===== src/rtl/spmf_pkg.sv =====
// spmf_pkg: shared codes for the strict priority multi fifo unit
`default_nettype none

package spmf_pkg;

	// operation carried by an input transaction
	typedef enum logic {
		MODE_ENQ = 1'b0,
		MODE_DEQ = 1'b1
	} mode_t;

	// result status codes
	typedef enum logic [2:0] {
		ST_ENQ    = 3'd0,
		ST_DEQ    = 3'd1,
		ST_FULL   = 3'd2,
		ST_EMPTY  = 3'd3,
		ST_BADLVL = 3'd4
	} status_t;

	localparam int unsigned VALUE_W     = 32;
	localparam int unsigned REQ_LEVEL_W = 2;
	localparam int unsigned STATUS_W    = 3;

endpackage

`default_nettype wire


===== src/rtl/spmf_ram.sv =====
// spmf_ram: generic simple dual port ram with registered read
`default_nettype none

module spmf_ram #(
	parameter int unsigned WIDTH = 32,
	parameter int unsigned DEPTH = 24
) (
	input  wire logic                     clk,
	input  wire logic                     wr_en,
	input  wire logic [$clog2(DEPTH)-1:0] wr_addr,
	input  wire logic [WIDTH-1:0]         wr_data,
	input  wire logic                     rd_en,
	input  wire logic [$clog2(DEPTH)-1:0] rd_addr,
	output logic      [WIDTH-1:0]         rd_data
);

	logic [WIDTH-1:0] mem_q [DEPTH];

	// write port
	always_ff @(posedge clk) begin
		if (wr_en) begin
			mem_q[wr_addr] <= wr_data;
		end
	end

	// registered read port
	always_ff @(posedge clk) begin
		if (rd_en) begin
			rd_data <= mem_q[rd_addr];
		end
	end

endmodule

`default_nettype wire


===== src/rtl/strict_priority_multi_fifo_unit.sv =====
// strict_priority_multi_fifo_unit: strict priority queue with one ring fifo per level
//
//  channel | direction | handshake             | payload
//  --------+-----------+-----------------------+-------------------------------
//  in      | input     | in_valid / in_stall   | mode, req_level, in_value
//  out     | output    | out_valid / out_stall | status, out_value, out_level
//
// One transaction per cycle is accepted while in_stall is low; each gives one result.
// The single slot ram (one write, one registered read port) sets the latency:
// a dequeue reads its value in the accept cycle and the data lands in the next cycle.
// Head pointers and occupancy counts sit in flops and are updated at accept.
// Reset clears pointers, counts and valid flags at once; slot contents are not cleared.
// A stalled output holds its result; the read stage keeps one more, then in_stall rises.
`default_nettype none

module strict_priority_multi_fifo_unit
	import spmf_pkg::*;
#(
	parameter int unsigned LEVELS = 3,
	parameter int unsigned DEPTH  = 8
) (
	input  wire logic                         clk,
	input  wire logic                         arst_n,
	input  wire logic                         in_valid,
	output logic                              in_stall,
	input  wire logic                         mode,
	input  wire logic [REQ_LEVEL_W-1:0]       req_level,
	input  wire logic signed [VALUE_W-1:0]    in_value,
	output logic                              out_valid,
	input  wire logic                         out_stall,
	output logic      [STATUS_W-1:0]          status,
	output logic signed [VALUE_W-1:0]         out_value,
	output logic      [REQ_LEVEL_W-1:0]       out_level
);

	localparam int unsigned LVL_W  = $clog2(LEVELS);
	localparam int unsigned PTR_W  = $clog2(DEPTH);
	localparam int unsigned CNT_W  = $clog2(DEPTH + 1);
	localparam int unsigned SLOTS  = LEVELS * DEPTH;
	localparam int unsigned ADDR_W = $clog2(SLOTS);
	localparam int unsigned TOT_W  = $clog2(SLOTS + 1);

	localparam logic [3:0]        LEVELS_4 = 4'(LEVELS);
	localparam logic [CNT_W-1:0]  DEPTH_C  = CNT_W'(DEPTH);
	localparam logic [PTR_W:0]    DEPTH_P  = (PTR_W + 1)'(DEPTH);
	localparam logic [PTR_W-1:0]  LAST_P   = PTR_W'(DEPTH - 1);
	localparam logic [ADDR_W-1:0] DEPTH_A  = ADDR_W'(DEPTH);

	// per level ring state
	logic [PTR_W-1:0] head_q [LEVELS];
	logic [CNT_W-1:0] occ_q  [LEVELS];

	// read stage and output register
	logic                   v1_q;
	status_t                status_s1;
	logic [REQ_LEVEL_W-1:0] level_s1;
	logic                   vo_q;
	status_t                status_q;
	logic [REQ_LEVEL_W-1:0] level_q;
	logic [VALUE_W-1:0]     value_q;

	logic                   in_accept;
	logic                   advance;
	logic                   lvl_ok;
	logic [LVL_W-1:0]       req_idx;
	logic [LEVELS-1:0]      nonempty;
	logic [LVL_W-1:0]       pick;
	logic [LVL_W-1:0]       sel_lvl;
	logic [PTR_W-1:0]       head_sel;
	logic [CNT_W-1:0]       occ_sel;
	logic                   sel_full;
	logic [PTR_W:0]         tail_sum;
	logic [PTR_W-1:0]       tail;
	logic [PTR_W-1:0]       head_next;
	logic [ADDR_W-1:0]      base_addr;
	logic                   do_enq;
	logic                   do_deq;
	status_t                status_d;
	logic [REQ_LEVEL_W-1:0] level_d;
	logic [VALUE_W-1:0]     rd_data;

	// handshake: output register frees, read stage moves up, input refills
	assign advance   = v1_q && (!vo_q || !out_stall);
	assign in_stall  = v1_q && !advance;
	assign in_accept = in_valid && !in_stall;

	// enqueue level check and index
	assign lvl_ok  = ({2'b00, req_level} < LEVELS_4);
	assign req_idx = LVL_W'(req_level);

	// highest priority non-empty level
	always_comb begin
		pick = '0;
		for (int i = LEVELS - 1; i >= 0; i--) begin
			nonempty[i] = (occ_q[i] != '0);
			if (nonempty[i]) begin
				pick = LVL_W'(i);
			end
		end
	end

	// selected level state
	always_comb begin
		if (mode == MODE_DEQ) begin
			sel_lvl = pick;
		end else if (lvl_ok) begin
			sel_lvl = req_idx;
		end else begin
			sel_lvl = '0;
		end
	end

	assign head_sel  = head_q[sel_lvl];
	assign occ_sel   = occ_q[sel_lvl];
	assign sel_full  = (occ_sel == DEPTH_C);

	// ring arithmetic: tail wraps once at most, head steps by one
	assign tail_sum  = (PTR_W + 1)'(head_sel) + (PTR_W + 1)'(occ_sel);
	assign tail      = (tail_sum >= DEPTH_P) ? PTR_W'(tail_sum - DEPTH_P)
	                                         : PTR_W'(tail_sum);
	assign head_next = (head_sel == LAST_P) ? '0 : head_sel + 1'b1;
	assign base_addr = ADDR_W'(sel_lvl) * DEPTH_A;

	// decode of the transaction
	always_comb begin
		do_enq   = 1'b0;
		do_deq   = 1'b0;
		status_d = ST_EMPTY;
		level_d  = '0;
		if (mode == MODE_ENQ) begin
			if (!lvl_ok) begin
				status_d = ST_BADLVL;
			end else if (sel_full) begin
				status_d = ST_FULL;
				level_d  = req_level;
			end else begin
				status_d = ST_ENQ;
				level_d  = req_level;
				do_enq   = in_accept;
			end
		end else if (|nonempty) begin
			status_d = ST_DEQ;
			level_d  = REQ_LEVEL_W'(pick);
			do_deq   = in_accept;
		end
	end

	// slot memory
	spmf_ram #(
		.WIDTH (VALUE_W),
		.DEPTH (SLOTS)
	) u_slot_ram (
		.clk     (clk),
		.wr_en   (do_enq),
		.wr_addr (base_addr + ADDR_W'(tail)),
		.wr_data (in_value),
		.rd_en   (do_deq),
		.rd_addr (base_addr + ADDR_W'(head_sel)),
		.rd_data (rd_data)
	);

	// head pointers and occupancy update
	always_ff @(posedge clk or negedge arst_n) begin
		if (!arst_n) begin
			for (int i = 0; i < LEVELS; i++) begin
				head_q[i] <= '0;
				occ_q[i]  <= '0;
			end
		end else if (do_enq) begin
			occ_q[sel_lvl] <= occ_sel + 1'b1;
		end else if (do_deq) begin
			occ_q[sel_lvl]  <= occ_sel - 1'b1;
			head_q[sel_lvl] <= head_next;
		end
	end

	// read stage control
	always_ff @(posedge clk or negedge arst_n) begin
		if (!arst_n) begin
			v1_q <= 1'b0;
		end else if (in_accept) begin
			v1_q <= 1'b1;
		end else if (advance) begin
			v1_q <= 1'b0;
		end
	end

	// read stage payload
	always_ff @(posedge clk) begin
		if (in_accept) begin
			status_s1 <= status_d;
			level_s1  <= level_d;
		end
	end

	// output register control
	always_ff @(posedge clk or negedge arst_n) begin
		if (!arst_n) begin
			vo_q <= 1'b0;
		end else if (advance) begin
			vo_q <= 1'b1;
		end else if (!out_stall) begin
			vo_q <= 1'b0;
		end
	end

	// output register payload, value only for a dequeue
	always_ff @(posedge clk) begin
		if (advance) begin
			status_q <= status_s1;
			level_q  <= level_s1;
			value_q  <= (status_s1 == ST_DEQ) ? rd_data : '0;
		end
	end

	assign out_valid = vo_q;
	assign status    = status_q;
	assign out_level = level_q;
	assign out_value = value_q;

	// total held entries and capacity check
	logic [TOT_W-1:0] occ_total;
	logic             over_cap;

	always_comb begin
		occ_total = '0;
		over_cap  = 1'b0;
		for (int i = 0; i < LEVELS; i++) begin
			occ_total = occ_total + TOT_W'(occ_q[i]);
			if (occ_q[i] > DEPTH_C) begin
				over_cap = 1'b1;
			end
		end
	end

	// no level ever holds more than its ring
	a_cap: assert property (@(posedge clk) disable iff (!arst_n) !over_cap)
		else $error("level occupancy above depth");

	// a stored enqueue adds exactly one entry
	a_enq: assert property (@(posedge clk) disable iff (!arst_n)
		do_enq |=> (occ_total == $past(occ_total) + 1'b1))
		else $error("enqueue did not add one entry");

	// a dequeue removes exactly one entry
	a_deq: assert property (@(posedge clk) disable iff (!arst_n)
		do_deq |=> (occ_total == $past(occ_total) - 1'b1))
		else $error("dequeue did not remove one entry");

	// refused or absent transactions leave the fill unchanged
	a_hold: assert property (@(posedge clk) disable iff (!arst_n)
		(!do_enq && !do_deq) |=> $stable(occ_total))
		else $error("fill changed without a transaction");

endmodule

`default_nettype wire

===== config.mk =====
export PLATFORM = sky130hd
export DESIGN_NAME = strict_priority_multi_fifo_unit
export DESIGN_NICKNAME = d
export VERILOG_FILES = /design/src/rtl/spmf_pkg.sv /design/src/rtl/spmf_ram.sv /design/src/rtl/strict_priority_multi_fifo_unit.sv
export SDC_FILE = /design/constraint.sdc
export NUM_CORES = 1
export LEC_CHECK = 0
export BUFFER_PORTS_ARGS = -buffer_cell sky130_fd_sc_hd__buf_2
export CAP_MARGIN = 20
export CORE_MARGIN = 5
export CORE_UTILIZATION = 35
export DETAILED_ROUTE_END_ITERATION = 7
export PLACE_DENSITY = 0.53
export SLEW_MARGIN = 20
export SYNTH_ARGS = -nofsm -noshare
export SYNTH_HDL_FRONTEND = slang
export SYNTH_SLANG_ARGS = --single-unit

===== constraint.sdc =====
create_clock -name clk -period 15.89 [get_ports clk]
set_input_delay 0.7945 -clock clk [delete_from_list [all_inputs] [get_ports clk]]
set_output_delay 0.7945 -clock clk [all_outputs]
set_load 0.01 [all_outputs]

==> flow_metrics.py <==
metrics = {
    "outcome": {
        "status": "complete, no violations",
    },
    "yosys": {
        "synth_compound_area_frac": 0.0350,
        "synth_top_cell_area_share": 0.738,
        "synthesis.nets": 1864,
        "synth_area_mm2": 0.0343,
        "synth_xor_area_frac": 0.00128,
        "ys.flop_type": "edfxtp_1",
        "synth_seq_cells": 865,
        "synth.area.mux_share": 0.164,
        "yosysUniqueCellTypes": 50,
        "yosys.area_share.adder": 0.00241,
        "synth.area.top_cells": "edfxtp_1, mux2i_1, mux2_1",
        "avgSynthCellArea_um2": 18.8,
        "synth_top_family_by_area": "multiplexers",
        "async_flop_share": 0.0266,
        "ys_seq_area_frac": 0.755,
        "yosysTopAreaCell": "edfxtp_1",
        "synth-edff-count": 842,
        "yosysWarnings": 0,
        "synth-simple-area-share": 0.0269,
        "synth_cells": 1819,
    },
    "power_and_ir_drop": {
        "intPower_mw": 4.59,
        "vdd_drop_max_mv": 0.135,
        "combPwrFrac": 0.248,
        "p_seq_frac": 0.422,
        "pwr-share-clk": 0.330,
        "p_leak_nw": 13.1,
        "p_sw_mw": 1.87,
        "switching_share": 0.290,
        "power.density_mw_per_mm2": 164,
    },
    "final_layout": {
        "final_nets": 1988,
        "final_common_cell": "edfxtp_1",
        "fin_util": 0.406,
        "design_area_mm2": 0.0394,
        "final_layout_size_suffix_gt1_frac": 0.207,
        "most-common-layout-cells": "edfxtp_1, mux2i_1, mux2_1, clkbuf_16, mux2_2",
        "area_delta_synth_final_pct": 14.9,
        "fill_cells": 8659,
    },
    "cts": {
        "htree_levels": 3,
        "cts-hold-fix-buffers": 0,
        "clock_latency_ps": 660,
        "post_cts_buffers": 0,
        "cts_max_path_buffers": 3,
        "cts-root-buf": "clkbuf_16",
        "cts.sinks": 865,
        "clk_pin_slew_ps": 60,
        "cts_resized": 0,
        "cts_tree": "built",
        "numCtsBuffers": 92,
    },
    "floorplan": {
        "fp.dieH_um": 323,
        "ios": 78,
        "die_area_mm2": 0.104,
        "start_util": 0.353,
        "rows": 114,
        "die_w_um": 323,
        "core_area_mm2": 0.0970,
    },
    "global_route": {
        "grt_start_max_net_pins": 152,
        "grt_pass1_wl_um": 121000,
        "grt_overflow_total": 0,
        "track_usage": 0.158,
        "antenna_found_initial": 3,
        "grt_pass1_vias": 17400,
    },
    "placed_design": {
        "hpwl_um": 45400,
        "port_buffers": 77,
        "place_congestion": 0.764,
        "placed_cell_area_mm2": 0.0364,
    },
    "timing": {
        "holdWs_ps": 137,
        "setup_viol": 0,
        "fin_crit_ps": 6610,
        "fin_skew_ps": 19.1,
        "min_period_over_period": 0.416,
        "final_hold_viol_count": 0,
        "maxSlewHeadroom": 0.229,
        "rsz0062_at_grt": "no",
        "drv_slew": 0,
        "tightest_slew_ps": 1160,
        "max_freq_mhz": 151,
        "tns_ps": 0,
    },
    "worst_setup_path": {
        "crit_type": "register to register",
        "worstPathMaxFanout": 54,
        "cp.required_ps": 16190,
        "cp_data_arrival_time_ps": 6910,
        "end_kind": "register",
        "startpoint_type": "register",
    },
    "route": {
        "wl_per_cell_um": 25.3,
        "first_pass_iters": 5,
        "drt_iter0_drc": 1349,
        "vias": 17000,
        "drtAntennaViolNets": 0,
        "via_per_inst": 5.15,
        "totalWireLength_um": 83200,
        "drc": 0,
    },
    "run": {
        "cap_violations": 0,
    },
    "worst_hold_path": {
        "hp-class": "input port to asynchronous set/reset pin",
    },
}
-- routing by layer --
metal	vias to the layer above	global-route usage	routed length [um]
li1	7572	-	-
met1	8926	0.217	37300
met2	384	0.265	40700
met3	98	0.0250	3810
met4	2	0.0375	1400
met5	-	0	13
-- worst paths after layout --
check	cells past startpoint	startpoint	slack, ps	to
max	13	occ_q[1]	9280	u_slot_ram.mem_q[19][0]
max in group asynchronous	1	arst_n	15360	head_q[8]
min reg2reg	0	level_s1[0]	430	out_level[0]
min in group clk	2	in_valid	360	v1_q
max reg2reg	13	occ_q[1]	9280	u_slot_ram.mem_q[19][0]
min	1	arst_n	140	occ_q[2]
-- worst max-delay path, stage by stage, from the launching register on --
cell and delay [ps]:
dfrtp_1 410, o41ai_1 680, o32a_4 420, clkinv_4 450, nor2_2 340, a221o_4 830
ha_1 280, inv_1 60, fa_1 440, xor2_1 210, xnor2_1 610, nand2_1 350
nor2_4 670, buf_4 480
-- power groups by stage --
stage,Clock (mW),Sequential [mW],Combinational [mW]
floorplan,0,2.75,1.17
global placement,0,2.77,1.59
detailed placement,0,2.77,1.62
CTS,2.19,2.72,1.63
global route,2.28,2.73,1.72
finish,2.13,2.72,1.60
-- state kept, by name (all words and copies together) (netlist names), named ones only --
name / flops
u_slot_ram.mem_q: 768
out_value: 32
u_slot_ram.rd_data: 32
head_q: 9
occ_q: 9
status: 3
status_s1: 3
level_s1: 2
out_level: 2
out_valid: 1
v1_q: 1
-- layout make-up --
class | count | area (um2) | area share
repair buffers | 122 | 793 | 0.0201
diodes | 3 | 7.51 | 0.000191
clock buffers | 107 | 2390 | 0.0607
clock inverters | 60 | 612 | 0.0155
multi-input cells | 850 | 8070 | 0.205
inverters | 12 | 55.1 | 0.00140
well taps | 1276 | 1600 | 0.0405
flip-flops and latches | 865 | 25900 | 0.657
-- kinds of logic (layout without fill, tap and decap cells) --
kind of cell,after synthesis,after routing
AOI/OAI and AO/OA,164,164
xor gates and xnor gates,5,5
adders and majority gates,6,6
buffers and inverters,104,301
DFF,865,865
muxes,495,495
other,0,3
and+or+nand+nor,180,180
-- Yosys cell counts (3+ instances only) --
cell	n
edfxtp_1	842
mux2i_1	258
mux2_1	119
mux2_2	86
o221ai_1	64
nor2_1	63
a21oi_1	39
clkbuf_1	39
and2_1	34
buf_2	32
mux4_2	32
o22ai_1	32
or3_1	32
dfrtp_1	23
nand2_1	23
buf_6	16
inv_1	8
nor3_1	7
nand3b_1	6
o22a_1	6
buf_1	5
ha_1	5
nand3_1	4
a22oi_1	3
inv_2	3
o41ai_1	3
xnor2_1	3
-- through the flow --
stage | power (mW) | std cells | worst slack [ps]
6_report | 6.46 | 3295 | 9280
5_1_grt | 6.74 | 3292 | 8960
4_1_cts | 6.54 | 3292 | 9270
3_5_place_dp | 4.39 | 3125 | 9240
3_3_place_gp | 4.36 | 3121 | 9340
2_1_floorplan | 3.93 | 1819 | 9420
Note: power is estimated with default switching activity, not from simulation.
